==> src/rtl/aalr_pkg.sv <==
// Package for the anti-aliased line rasteriser: field widths, payload structs,
// controller states and the command/status structs between controller and datapath.
// No dependencies.
package aalr_pkg;

   // Default generics
   localparam int COORD_BITS_DEF = 6;
   localparam int FRAC_BITS_DEF  = 16;

   // Fixed field widths of the channels
   localparam int IN_COORD_W  = 6;
   localparam int PIX_W       = 7;
   localparam int WEIGHT_W    = 9;
   localparam int COLOR_W     = 24;
   localparam int CSR_W       = 7;
   localparam int CSR_INDEX_W = 1;

   // Register indexes
   localparam logic [CSR_INDEX_W-1:0] CSR_BITMAP_WIDTH  = 1'b0;
   localparam logic [CSR_INDEX_W-1:0] CSR_BITMAP_HEIGHT = 1'b1;

   localparam logic [CSR_W-1:0]    BITMAP_RESET = 7'd64;
   localparam logic [WEIGHT_W-1:0] WEIGHT_FULL  = 9'd256;
   localparam logic [WEIGHT_W-1:0] WEIGHT_HALF  = 9'd128;
   localparam logic [WEIGHT_W-1:0] WEIGHT_NONE  = 9'd0;

   typedef struct packed {
      logic [IN_COORD_W-1:0] x_start;
      logic [IN_COORD_W-1:0] y_start;
      logic [IN_COORD_W-1:0] x_finish;
      logic [IN_COORD_W-1:0] y_finish;
      logic [COLOR_W-1:0]    line_color;
   } req_type;

   typedef struct packed {
      logic [PIX_W-1:0]    near_x;
      logic [PIX_W-1:0]    near_y;
      logic [WEIGHT_W-1:0] near_weight;
      logic                near_inside;
      logic [PIX_W-1:0]    far_x;
      logic [PIX_W-1:0]    far_y;
      logic [WEIGHT_W-1:0] far_weight;
      logic                far_inside;
      logic [COLOR_W-1:0]  pixel_color;
      logic                last_column;
   } rsp_type;

   typedef enum logic [2:0] {
      ST_IDLE,
      ST_ZERO,
      ST_DIVIDE,
      ST_FIRST,
      ST_SECOND,
      ST_BODY
   } state_type;

   // Which result the datapath builds for the output register
   typedef enum logic [1:0] {
      SEL_ZERO,
      SEL_FIRST,
      SEL_SECOND,
      SEL_BODY
   } out_sel_type;

   typedef struct packed {
      logic        load;
      logic        div_step;
      logic        start_body;
      logic        body_step;
      logic        out_load;
      out_sel_type out_sel;
   } cmd_type;

   typedef struct packed {
      logic zero_len;
      logic div_last;
      logic unit_dx;
      logic body_last;
      logic out_free;
   } status_type;

endpackage

==> src/rtl/aalr_ctrl.sv <==
// Controller of the line rasteriser: sequences load, slope division and result issue.
// Depends on aalr_pkg.
module aalr_ctrl (
   input  logic                clock,
   input  logic                reset,
   input  logic                req_valid,
   output logic                req_stall,
   input  aalr_pkg::status_type status,
   output aalr_pkg::cmd_type    cmd
);

   aalr_pkg::state_type state_ff, state_in;

   // State register
   always_ff @(posedge clock) begin
      if (reset) begin
         state_ff <= aalr_pkg::ST_IDLE;
      end else begin
         state_ff <= state_in;
      end
   end

   // Next state and commands
   always_comb begin
      state_in       = state_ff;
      cmd.load       = 1'b0;
      cmd.div_step   = 1'b0;
      cmd.start_body = 1'b0;
      cmd.body_step  = 1'b0;
      cmd.out_load   = 1'b0;
      cmd.out_sel    = aalr_pkg::SEL_BODY;
      req_stall      = (state_ff != aalr_pkg::ST_IDLE);
      unique case (state_ff)
         aalr_pkg::ST_IDLE: begin
            if (req_valid) begin
               cmd.load = 1'b1;
               state_in = status.zero_len ? aalr_pkg::ST_ZERO : aalr_pkg::ST_DIVIDE;
            end
         end
         aalr_pkg::ST_ZERO: begin
            cmd.out_sel = aalr_pkg::SEL_ZERO;
            if (status.out_free) begin
               cmd.out_load = 1'b1;
               state_in     = aalr_pkg::ST_IDLE;
            end
         end
         aalr_pkg::ST_DIVIDE: begin
            cmd.div_step = 1'b1;
            if (status.div_last) begin
               state_in = aalr_pkg::ST_FIRST;
            end
         end
         aalr_pkg::ST_FIRST: begin
            cmd.out_sel = aalr_pkg::SEL_FIRST;
            if (status.out_free) begin
               cmd.out_load   = 1'b1;
               cmd.start_body = 1'b1;
               state_in       = aalr_pkg::ST_SECOND;
            end
         end
         aalr_pkg::ST_SECOND: begin
            cmd.out_sel = aalr_pkg::SEL_SECOND;
            if (status.out_free) begin
               cmd.out_load = 1'b1;
               state_in     = status.unit_dx ? aalr_pkg::ST_IDLE : aalr_pkg::ST_BODY;
            end
         end
         aalr_pkg::ST_BODY: begin
            cmd.out_sel = aalr_pkg::SEL_BODY;
            if (status.out_free) begin
               cmd.out_load  = 1'b1;
               cmd.body_step = 1'b1;
               if (status.body_last) begin
                  state_in = aalr_pkg::ST_IDLE;
               end
            end
         end
         default: begin
            state_in = aalr_pkg::ST_IDLE;
         end
      endcase
   end

endmodule

==> src/rtl/aalr_datapath.sv <==
// Datapath of the line rasteriser: endpoint ordering, restoring slope divider,
// minor-axis accumulator, clipping registers and the result output register.
// Depends on aalr_pkg.
module aalr_datapath #(
   parameter int COORD_BITS = aalr_pkg::COORD_BITS_DEF,
   parameter int FRAC_BITS  = aalr_pkg::FRAC_BITS_DEF
) (
   input  logic                                clock,
   input  logic                                reset,
   input  aalr_pkg::req_type                   req_data,
   input  logic                                csr_wen,
   input  logic [aalr_pkg::CSR_INDEX_W-1:0]    csr_index,
   input  logic [aalr_pkg::CSR_W-1:0]          csr_wdata,
   input  aalr_pkg::cmd_type                   cmd,
   output aalr_pkg::status_type                status,
   output logic                                rsp_valid,
   input  logic                                rsp_stall,
   output aalr_pkg::rsp_type                   rsp_data
);

   localparam int NW    = COORD_BITS + FRAC_BITS;   // dividend, quotient and accumulator
   localparam int CNT_W = $clog2(NW);

   // Configuration
   logic [aalr_pkg::CSR_W-1:0] width_ff, height_ff;

   // Line state
   logic                   steep_ff, neg_ff, zero_ff;
   logic [COORD_BITS-1:0]  start_ff, stop_ff, minor0_ff, minor1_ff, dx_ff, pos_ff;
   logic [aalr_pkg::COLOR_W-1:0] color_ff;
   logic [NW-1:0]          acc_ff;

   // Divider: the remainder stays below dx
   logic [COORD_BITS-1:0]  rem_ff;
   logic [NW-1:0]          quo_ff;
   logic [CNT_W-1:0]       cnt_ff;

   // Output register
   logic                   rsp_valid_ff;
   aalr_pkg::rsp_type      rsp_ff, rsp_in;

   // Endpoint ordering at load
   logic [COORD_BITS-1:0]  ax0, ay0, ax1, ay1, adx, ady;
   logic [COORD_BITS-1:0]  sx0, sy0, sx1, sy1, ox0, oy0, ox1, oy1, dmin;
   logic                   steep_w, zero_w;

   always_comb begin
      ax0     = req_data.x_start[COORD_BITS-1:0];
      ay0     = req_data.y_start[COORD_BITS-1:0];
      ax1     = req_data.x_finish[COORD_BITS-1:0];
      ay1     = req_data.y_finish[COORD_BITS-1:0];
      adx     = (ax1 > ax0) ? ax1 - ax0 : ax0 - ax1;
      ady     = (ay1 > ay0) ? ay1 - ay0 : ay0 - ay1;
      zero_w  = (ax0 == ax1) && (ay0 == ay1);
      steep_w = ady > adx;
      sx0     = steep_w ? ay0 : ax0;
      sy0     = steep_w ? ax0 : ay0;
      sx1     = steep_w ? ay1 : ax1;
      sy1     = steep_w ? ax1 : ay1;
      if (sx0 > sx1) begin
         ox0 = sx1; oy0 = sy1; ox1 = sx0; oy1 = sy0;
      end else begin
         ox0 = sx0; oy0 = sy0; ox1 = sx1; oy1 = sy1;
      end
      dmin = (oy1 < oy0) ? oy0 - oy1 : oy1 - oy0;
   end

   // Restoring division step: one quotient bit per cycle
   logic [COORD_BITS:0] rem_sh;
   logic                q_bit;
   logic [NW-1:0]       slope_w;

   always_comb begin
      rem_sh  = {rem_ff, quo_ff[NW-1]};
      q_bit   = rem_sh >= {1'b0, dx_ff};
      slope_w = neg_ff ? (NW'(0) - quo_ff) : quo_ff;
   end

   // Control registers: configuration, divider count, output valid
   always_ff @(posedge clock) begin
      if (reset) begin
         width_ff     <= aalr_pkg::BITMAP_RESET;
         height_ff    <= aalr_pkg::BITMAP_RESET;
         cnt_ff       <= '0;
         rsp_valid_ff <= 1'b0;
      end else begin
         if (csr_wen) begin
            unique case (csr_index)
               aalr_pkg::CSR_BITMAP_WIDTH:  width_ff  <= csr_wdata;
               aalr_pkg::CSR_BITMAP_HEIGHT: height_ff <= csr_wdata;
               default: ;
            endcase
         end
         if (cmd.load) begin
            cnt_ff <= '0;
         end else if (cmd.div_step) begin
            cnt_ff <= cnt_ff + CNT_W'(1);
         end
         if (cmd.out_load) begin
            rsp_valid_ff <= 1'b1;
         end else if (!rsp_stall) begin
            rsp_valid_ff <= 1'b0;
         end
      end
   end

   // Line, divider and accumulator registers
   always_ff @(posedge clock) begin
      if (cmd.load) begin
         steep_ff  <= steep_w;
         zero_ff   <= zero_w;
         start_ff  <= ox0;
         stop_ff   <= ox1;
         minor0_ff <= oy0;
         minor1_ff <= oy1;
         neg_ff    <= oy1 < oy0;
         dx_ff     <= ox1 - ox0;
         color_ff  <= req_data.line_color;
         rem_ff    <= '0;
         quo_ff    <= NW'(dmin) << FRAC_BITS;
      end else if (cmd.div_step) begin
         rem_ff <= COORD_BITS'(q_bit ? rem_sh - {1'b0, dx_ff} : rem_sh);
         quo_ff <= {quo_ff[NW-2:0], q_bit};
      end
      if (cmd.start_body) begin
         acc_ff <= (NW'(minor0_ff) << FRAC_BITS) + slope_w;
         pos_ff <= start_ff + COORD_BITS'(1);
      end else if (cmd.body_step) begin
         acc_ff <= acc_ff + slope_w;
         pos_ff <= pos_ff + COORD_BITS'(1);
      end
      if (cmd.out_load) begin
         rsp_ff <= rsp_in;
      end
   end

   // Result build
   logic [COORD_BITS-1:0]         maj, mnr;
   logic [COORD_BITS:0]           mnr_far;
   logic [7:0]                    frac8;
   logic [aalr_pkg::WEIGHT_W-1:0] w_near, w_far;
   logic                          last_w, body_last_w, unit_dx_w;
   logic [aalr_pkg::PIX_W-1:0]    nx, ny, fx, fy;

   always_comb begin
      frac8       = acc_ff[FRAC_BITS-1 -: 8];
      unit_dx_w   = dx_ff == COORD_BITS'(1);
      body_last_w = ({1'b0, pos_ff} + (COORD_BITS+1)'(1)) == {1'b0, stop_ff};
      case (cmd.out_sel)
         aalr_pkg::SEL_ZERO: begin
            maj = start_ff; mnr = minor0_ff;
            w_near = aalr_pkg::WEIGHT_FULL; w_far = aalr_pkg::WEIGHT_NONE;
            last_w = 1'b1;
         end
         aalr_pkg::SEL_FIRST: begin
            maj = start_ff; mnr = minor0_ff;
            w_near = aalr_pkg::WEIGHT_HALF; w_far = aalr_pkg::WEIGHT_NONE;
            last_w = unit_dx_w;
         end
         aalr_pkg::SEL_SECOND: begin
            maj = stop_ff; mnr = minor1_ff;
            w_near = aalr_pkg::WEIGHT_HALF; w_far = aalr_pkg::WEIGHT_NONE;
            last_w = unit_dx_w;
         end
         default: begin
            maj = pos_ff; mnr = acc_ff[FRAC_BITS +: COORD_BITS];
            w_near = aalr_pkg::WEIGHT_FULL - {1'b0, frac8};
            w_far  = {1'b0, frac8};
            last_w = body_last_w;
         end
      endcase
      mnr_far = {1'b0, mnr} + (COORD_BITS+1)'(1);
      // Steep lines swap back to row-major positions
      if (steep_ff && !zero_ff) begin
         nx = aalr_pkg::PIX_W'(mnr);     ny = aalr_pkg::PIX_W'(maj);
         fx = aalr_pkg::PIX_W'(mnr_far); fy = aalr_pkg::PIX_W'(maj);
      end else begin
         nx = aalr_pkg::PIX_W'(maj);     ny = aalr_pkg::PIX_W'(mnr);
         fx = aalr_pkg::PIX_W'(maj);     fy = aalr_pkg::PIX_W'(mnr_far);
      end
      rsp_in.near_x      = nx;
      rsp_in.near_y      = ny;
      rsp_in.near_weight = w_near;
      rsp_in.near_inside = (nx < width_ff) && (ny < height_ff);
      rsp_in.pixel_color = color_ff;
      rsp_in.last_column = last_w;
      // Zero-length line carries no far pixel
      if (cmd.out_sel == aalr_pkg::SEL_ZERO) begin
         rsp_in.far_x      = '0;
         rsp_in.far_y      = '0;
         rsp_in.far_weight = aalr_pkg::WEIGHT_NONE;
         rsp_in.far_inside = 1'b0;
      end else begin
         rsp_in.far_x      = fx;
         rsp_in.far_y      = fy;
         rsp_in.far_weight = w_far;
         rsp_in.far_inside = (fx < width_ff) && (fy < height_ff);
      end
   end

   // Status back to the controller
   always_comb begin
      status.zero_len  = zero_w;
      status.div_last  = cnt_ff == CNT_W'(NW - 1);
      status.unit_dx   = unit_dx_w;
      status.body_last = body_last_w;
      status.out_free  = !rsp_valid_ff || !rsp_stall;
   end

   assign rsp_valid = rsp_valid_ff;
   assign rsp_data  = rsp_ff;

endmodule

==> src/rtl/antialiased_line_rasterizer_top.sv <==
// Top level of the anti-aliased line rasteriser: joins controller and datapath.
// Depends on aalr_pkg, aalr_ctrl and aalr_datapath.
//
//   channel | direction | handshake          | payload
//   req     | in        | req_valid/req_stall | req_data  (aalr_pkg::req_type)
//   rsp     | out       | rsp_valid/rsp_stall | rsp_data  (aalr_pkg::rsp_type)
//   csr     | in        | csr_wen             | csr_index, csr_wdata
//
// A line is loaded, then the restoring slope divider forms the COORD_BITS+FRAC_BITS
// bit quotient (one quotient bit a cycle), then dx+1 results follow, one column a
// cycle on the accumulator unless stalled; a zero-length line gives one result. A new
// line is taken only once the last result is in the output register. Reset is
// synchronous and sets both bitmap registers to 64. A stalled result holds the sequence in place.
module antialiased_line_rasterizer_top #(
   parameter int COORD_BITS = aalr_pkg::COORD_BITS_DEF,
   parameter int FRAC_BITS  = aalr_pkg::FRAC_BITS_DEF
) (
   input  logic                             clock,
   input  logic                             reset,
   input  logic                             req_valid,
   output logic                             req_stall,
   input  aalr_pkg::req_type                req_data,
   output logic                             rsp_valid,
   input  logic                             rsp_stall,
   output aalr_pkg::rsp_type                rsp_data,
   input  logic                             csr_wen,
   input  logic [aalr_pkg::CSR_INDEX_W-1:0] csr_index,
   input  logic [aalr_pkg::CSR_W-1:0]       csr_wdata
);

   aalr_pkg::cmd_type    cmd;
   aalr_pkg::status_type status;

   aalr_ctrl u_ctrl (
      .clock     (clock),
      .reset     (reset),
      .req_valid (req_valid),
      .req_stall (req_stall),
      .status    (status),
      .cmd       (cmd)
   );

   aalr_datapath #(
      .COORD_BITS (COORD_BITS),
      .FRAC_BITS  (FRAC_BITS)
   ) u_datapath (
      .clock     (clock),
      .reset     (reset),
      .req_data  (req_data),
      .csr_wen   (csr_wen),
      .csr_index (csr_index),
      .csr_wdata (csr_wdata),
      .cmd       (cmd),
      .status    (status),
      .rsp_valid (rsp_valid),
      .rsp_stall (rsp_stall),
      .rsp_data  (rsp_data)
   );

endmodule

==> config.mk <==
export PLATFORM = sky130hd
export DESIGN_NAME = antialiased_line_rasterizer_top
export DESIGN_NICKNAME = d
export VERILOG_FILES = /design/src/rtl/aalr_pkg.sv /design/src/rtl/aalr_ctrl.sv /design/src/rtl/aalr_datapath.sv /design/src/rtl/antialiased_line_rasterizer_top.sv
export SDC_FILE = /design/constraint.sdc
export NUM_CORES = 1
export LEC_CHECK = 0
export ABC_AREA = 1
export BUFFER_PORTS_ARGS = -buffer_cell sky130_fd_sc_hd__buf_2
export CAP_MARGIN = 15
export CORE_MARGIN = 5
export CORE_UTILIZATION = 47
export CTS_BUF_LIST = sky130_fd_sc_hd__clkbuf_4
export DETAILED_ROUTE_END_ITERATION = 10
export GPL_ROUTABILITY_DRIVEN = 0
export PLACE_DENSITY = 0.77
export SETUP_SLACK_MARGIN = 0.15
export SYNTH_ARGS = -nofsm -noshare
export SYNTH_HDL_FRONTEND = slang
export SYNTH_SLANG_ARGS = --single-unit
==> constraint.sdc <==
create_clock -name clock -period 9.8 [get_ports clock]
set_input_delay 1.47 -clock clock [delete_from_list [all_inputs] [get_ports clock]]
set_output_delay 1.47 -clock clock [all_outputs]
set_load 0.05 [all_outputs]
; ---- Word level (Yosys, flattened, before mapping)
; Index checks and enable logic that the tools add are counted.
[totals]
regBits = 209
inputBits = 61
output_inout_bits = 75
word_cells = 145
[classes]
addsub = 17
magnitude_cmp = 10
n_eq_ne = 20
muxes = 47
bitwise_logic = 1
reduce_logical = 20
[op_table]
columns = op, count
row1 = 22-bit 2-to-1 mux, 5
row2 = 6-bit 2-to-1 mux, 16
row3 = 6-bit subtractor, 8
row4 = 22-bit adder, 2
row5 = 6-bit greater-than comparator, 4
row6 = 3-bit 2-to-1 mux, 8
row7 = 6-bit one-hot mux with 2 select lines, 2
row8 = "1-bit by 22-bit subtractor with 22-bit output, first input constant", 1
row9 = 3-bit one-hot mux with 6 select lines, 1
row10 = 9-bit one-hot mux with 2 select lines, 1
row11 = "6-bit by 1-bit adder with 7-bit output, second input constant", 2
row12 = 6-bit by 7-bit less-than comparator with 1-bit output, 2
row13 = 7-bit less-than comparator, 2
row14 = 7-bit 2-to-1 mux, 2
row15 = "6-bit by 1-bit adder with 6-bit output, second input constant", 2
row16 = 6-bit == test, 2
row17 = "2-bit inequality test, second input constant", 6
row18 = 3-bit one-hot mux with 4 select lines, 1
row19 = "9-bit by 8-bit subtractor with 9-bit output, first input constant", 1
row20 = 1-bit 2-to-1 mux, 8
row21 = 7-bit by 6-bit == test with 1-bit output, 1
row22 = 7-bit by 6-bit greater-or-equal comparator with 1-bit output, 1
row23 = 7-bit AND reduction, 1
row24 = "3-bit by 2-bit == test with 1-bit output, second input constant", 2
row25 = 22 further kinds, 34

; ---- Depth between registers and ports, before layout
[depth]
depth_word = 11
ltp_mapped = 48
depth_no_buf = 43

; ---- Modules after synthesis
; From an unflattened synthesis, not the netlist that was laid out.
[hier_totals]
cells_unflattened = 1503
hier_area_um2 = 12993.7
[modules_own_cells]
columns = mod, instances, cells_each, area_per_inst_um2, seq_area_each_um2
row1 = aalr_datapath, 1, 1449, 12699.7, 5675.4
row2 = aalr_ctrl, 1, 54, 294.0, 60.1

; ---- Worst setup path before layout
; OpenSTA, ideal clock, no wires.
[synth_path]
kind = input -> register
start = input req_data[30] (netlist name)
end = register u_datapath.quo_ff[19], data pin
setup_ns = 0.257
arrival_time_ns = 7.580
t_required_ns = 9.543
path_slack_ns = 1.962
cell_stages = 39
n_path_buf = 6
path_cell_list = inv_1 ha_1 inv_1 fa_1 inv_1 nor3_1 o21ai_1 nand3_1 o21ai_0 o21ai_0 a221oi_1 xor2_1 ha_1 a21oi_1 nand3_4 nand2_4 buf_8 buf_4 [3 not listed] mux2i_1 ha_1 inv_1 o21bai_1 nor2_1 nand2_2 nand2_4 clkbuf_1 o21ai_0 fa_1 a21oi_1 o21bai_1 nand4_1 nand2_1 inv_1 o211ai_1 a21oi_1 o21ai_1
[synth_between]
elab_chain_cells = 9
elab_cells_between_ends = 17
classes_between = add/sub (4) / order compare (4) / mux (9)
[synth_lines]
columns = element, line
row1 = "start, declared", antialiased_line_rasterizer_top.sv:22  ; input aalr_pkg::req_type req_data,
row2 = 6-bit subtractor / 6-bit greater-than comparator (equally long branches), aalr_datapath.sv:52  ; adx = (ax1 > ax0) ? ax1 - ax0 : ax0 - ax1;
row3 = 6-bit 2-to-1 mux, aalr_datapath.sv:52
row4 = 6-bit greater-than comparator, aalr_datapath.sv:55  ; steep_w = ady > adx;
row5 = 6-bit 2-to-1 mux (on tied branches), "aalr_datapath.sv:56, aalr_datapath.sv:58"
row6 = 6-bit greater-than comparator, aalr_datapath.sv:60  ; if (sx0 > sx1) begin
row7 = 6-bit 2-to-1 mux, aalr_datapath.sv:60
row8 = 6-bit subtractor / 6-bit less-than comparator (equally long branches), aalr_datapath.sv:65  ; dmin = (oy1 < oy0) ? oy0 - oy1 : oy1 - oy0;
row9 = 6-bit 2-to-1 mux (*), aalr_datapath.sv:65
row10 = 22-bit 2-to-1 mux (*), aalr_datapath.sv:109  ; if (cmd.load) begin
row11 = "end signal, assigned", aalr_datapath.sv:120  ; quo_ff <= NW'(dmin) << FRAC_BITS;
row12 = "end signal, assigned", aalr_datapath.sv:123  ; quo_ff <= {quo_ff[NW-2:0], q_bit};
row13 = "end, declared", aalr_datapath.sv:35  ; logic [NW-1:0] quo_ff;
; Mark *: on every way between the ends. The rest lies on a longest branch, timed or not.
; A chain may end at the register's enable or synchronous reset.

; ---- Worst setup path in the final report
[layout_path]
start = input req_data[30] (netlist name)
end = register u_datapath.quo_ff[20], data pin
[layout_between]
elab_chain_cells = 9
elab_cells_between_ends = 17
classes_between = add/sub (4) / order compare (4) / mux (9)
[layout_lines]
columns = element, line
row1 = 6-bit subtractor / 6-bit greater-than comparator (equally long branches), aalr_datapath.sv:52
row2 = 6-bit 2-to-1 mux, aalr_datapath.sv:52
row3 = 6-bit greater-than comparator, aalr_datapath.sv:55
row4 = 6-bit 2-to-1 mux (on tied branches), "aalr_datapath.sv:56, aalr_datapath.sv:58"
row5 = 6-bit greater-than comparator, aalr_datapath.sv:60
row6 = 6-bit 2-to-1 mux (*), aalr_datapath.sv:60
row7 = named net u_datapath.oy1[1], aalr_datapath.sv:44  ; logic [COORD_BITS-1:0] sx0, sy0, sx1, sy1, ox0, oy0, ox1, oy1, dmin;
row8 = 6-bit subtractor / 6-bit less-than comparator (equally long branches), aalr_datapath.sv:65
row9 = 6-bit 2-to-1 mux (*), aalr_datapath.sv:65
row10 = 22-bit 2-to-1 mux (*), aalr_datapath.sv:109
; The timed path passes the listed nets; every way through them passes the cells marked *.

==> results.py <==
metrics = {
    "logic_synthesis": {
        "ys_top_cells_by_count": "269 x nand2_1, 218 x inv_1, 161 x edfxtp_1, 147 x o21ai_0, 112 x a21oi_1",
        "synthAdderAreaFrac": 0.1172,
        "synth-simple-area-share": 0.1693,
        "synthFlopType": "edfxtp_1",
        "synth_compound_area_frac": 0.1410,
        "synth-edff-count": 161,
        "synth_top_family_by_area": "simple AND/OR/NAND/NOR gates",
        "synth_cell_type_count": 54,
        "async_reset_ff_frac": 0,
        "yosysSeqAreaShare": 0.4426,
        "avgSynthCellArea_um2": 8.715,
        "synth_mux_area_frac": 0.007048,
        "yosysWarnings": 0,
        "syn_inst": 1487,
        "synth_seq_cells": 206,
        "synthXorXnorAreaFrac": 0.04325,
        "syn_area_mm2": 0.01296,
        "synth_area_leaders": "edfxtp_1 37%, ha_1 10%, nand2_1 7.8%, dfxtp_1 7.0%, inv_1 6.3%",
        "yosys.area.top_type_share": 0.3730,
        "yosysTopAreaCell": "edfxtp_1",
        "yosys.cell_count.top_type": "nand2_1",
    },
    "timing": {
        "hold_violations": 0,
        "fin_crit_sh": 0.7722,
        "setup_viol": 0,
        "clock_skew_ns": 0.02537,
        "max_slew_margin": 0.3222,
        "worst-slew-pin-transition_ns": 1.014,
        "max_freq_mhz": 132.1,
        "rsz0062_at_grt": "no",
        "timing.setup.tns_ns": 0,
        "drv_slew": 0,
        "min_period_ns": 7.568,
    },
    "drt": {
        "drt-pass1-iter-count": 5,
        "antenna_left": 0,
        "drt_iter0_markers": 771,
        "drcViolationCount": 0,
        "drt_wl_total_um": 29860,
        "drt-vias-per-instance": 5.269,
        "wl_per_cell_um": 14.74,
        "vias": 10670,
    },
    "clock_tree": {
        "clock_path_buffers": 3,
        "root_buffer": "clkbuf_4",
        "cts_tree": "built",
        "worstSkewPairLatency_ns": 0.67,
        "clock_sinks": 206,
        "post_cts_buffers": 0,
        "cts_hold_buf": 0,
        "cts_made_buffers": 52,
        "htree_levels": 2,
        "path_clk_slew_ns": 0.07,
        "cts.repair.resized": 0,
    },
    "worst_setup_path": {
        "worstPathRequired_ns": 10.19,
        "r2r_start": "u_ctrl.state_ff[0]",
        "path_class": "input port to flop",
        "worstSetupStartpoint": "req_data[30]",
        "arrival_ns": 7.96,
        "worstSetupEndpointType": "flop",
        "cpMaxStageDelayCell": "o21ai_1",
        "worst_path_most_repeated_cell": "o21ai_0",
        "path_max_fanout": 47,
        "critPathMaxStageDelay_ns": 0.49,
        "crit_path_start_kind": "input port",
    },
    "status": {
        "status": "finished clean",
    },
    "placement": {
        "portBuffers": 132,
        "dpl.hpwl_um": 22720,
    },
    "final_layout": {
        "layout-drive-gt1-share": 0.1597,
        "nets": 1818,
        "area_growth_pct": 12.66,
        "fin_util": 0.5402,
    },
    "floorplan": {
        "die_h_um": 176.1,
        "io_pins": 136,
        "die_area_mm2": 0.03100,
        "start_util": 0.4795,
        "core_area_mm2": 0.02703,
        "rows": 60,
        "die_x_um": 176.1,
    },
    "global_routing": {
        "track_usage": 0.1895,
        "grt_pass1_vias": 10420,
        "gr-total-overflow": 0,
        "grt_pass1_wl_um": 48870,
        "antenna_found_initial": 1,
        "grt_max_degree": 70,
    },
    "worst_hold_path": {
        "hold_path_startpoint": "u_datapath.color_ff[13]",
        "hp-class": "flop to flop",
    },
    "run": {
        "maxCapViolCount": 0,
    },
}
-- path summary, 6_finish.rpt --
kind	endpoint	cells past startpoint	slack [ns]
setup / recovery	u_datapath.quo_ff[20]	34	2.23
hold / removal	u_datapath.rsp_data[14]	0	0.41
setup reg to reg	u_datapath.rsp_data[25]	19	4.68
hold reg to reg	u_datapath.rsp_data[14]	0	0.41
-- state kept, by name, summed over array words and instances, names as in the netlist, 7 cells and up --
register / count
u_datapath.quo_ff: 22
u_datapath.height_ff: 7
u_datapath.rsp_data: 70
u_datapath.color_ff: 24
u_datapath.width_ff: 7
u_datapath.acc_ff: 22
-- area by class of cell --
class	count	area, um^2
Fill cell	2515	12430
Sequential cell	206	5736
Timing Repair Buffer	138	705.7
Tap cell	341	426.7
Antenna cell	1	2.502
Clock buffer	70	525.5
Inverter	220	828.3
Multi-Input combinational cell	1023	6226
Clock inverter	27	150.1
-- metrics by stage --
stage                     setup slack, ns  hold WS (ns)  instances  cell area [um^2]
final                               2.232        0.4107       2026             14600
after floorplan                     1.962        0.4003       1489             12970
after CTS                           2.315        0.4137       2025             14600
after global routing                1.538        0.4226       2026             14600
after global placement              1.916        0.4005       1928             13920
after detailed placement            1.591        0.4045       1928             13920
-- layer usage --
metal | share of wire | wire (um) | up-vias | global-route usage
li1 | - | - | 5370 | -
met1 | 0.43 | 12760 | 4866 | 0.2447
met2 | 0.47 | 13980 | 367 | 0.3153
met3 | 0.072 | 2148 | 71 | 0.03490
met4 | 0.033 | 973 | 0 | 0.07732
met5 | 0 | 0 | - | 0
-- cell families after synthesis --
kind of cell / Yosys count
compound gates: 331
xor+xnor: 64
fa+ha+maj: 116
buf+inv: 260
flops: 206
mux: 9
other cells: 1
simple gates: 500
-- cell usage in the layout (no fill, tap or decap), types with 6 or more instances in the layout --
master and n:
o211ai_1 8, xnor2_1 24, a221o_1 7, xor2_1 40
buf_2 132, a31oi_1 10, o21ai_0 147, mux2i_1 8
nand2_2 16, inv_1 218, nor3_1 27, nand3_1 55
clkinv_1 16, a211oi_1 7, o21ai_1 12, nor2_1 89
ha_1 107, a21oi_1 112, edfxtp_1 161, clkinv_2 8
dfxtp_1 45, clkbuf_4 70, fa_1 9, o21bai_1 6
nand2_1 269, nand4_1 10, buf_4 6, or2_2 10
-- worst max-delay path, delay by kind of cell --
family / cells / cell delay (ns)
simple gates: 10 / 1.54
fa+ha+maj: 5 / 1.46
xor+xnor: 1 / 0.18
mux: 1 / 0.28
buf+inv: 5 / 0.41
compound gates: 12 / 2.57
Power is left out: the tool's default activity adds up to more than one toggle a clock period on the data nets, which glitch-free logic cannot reach.
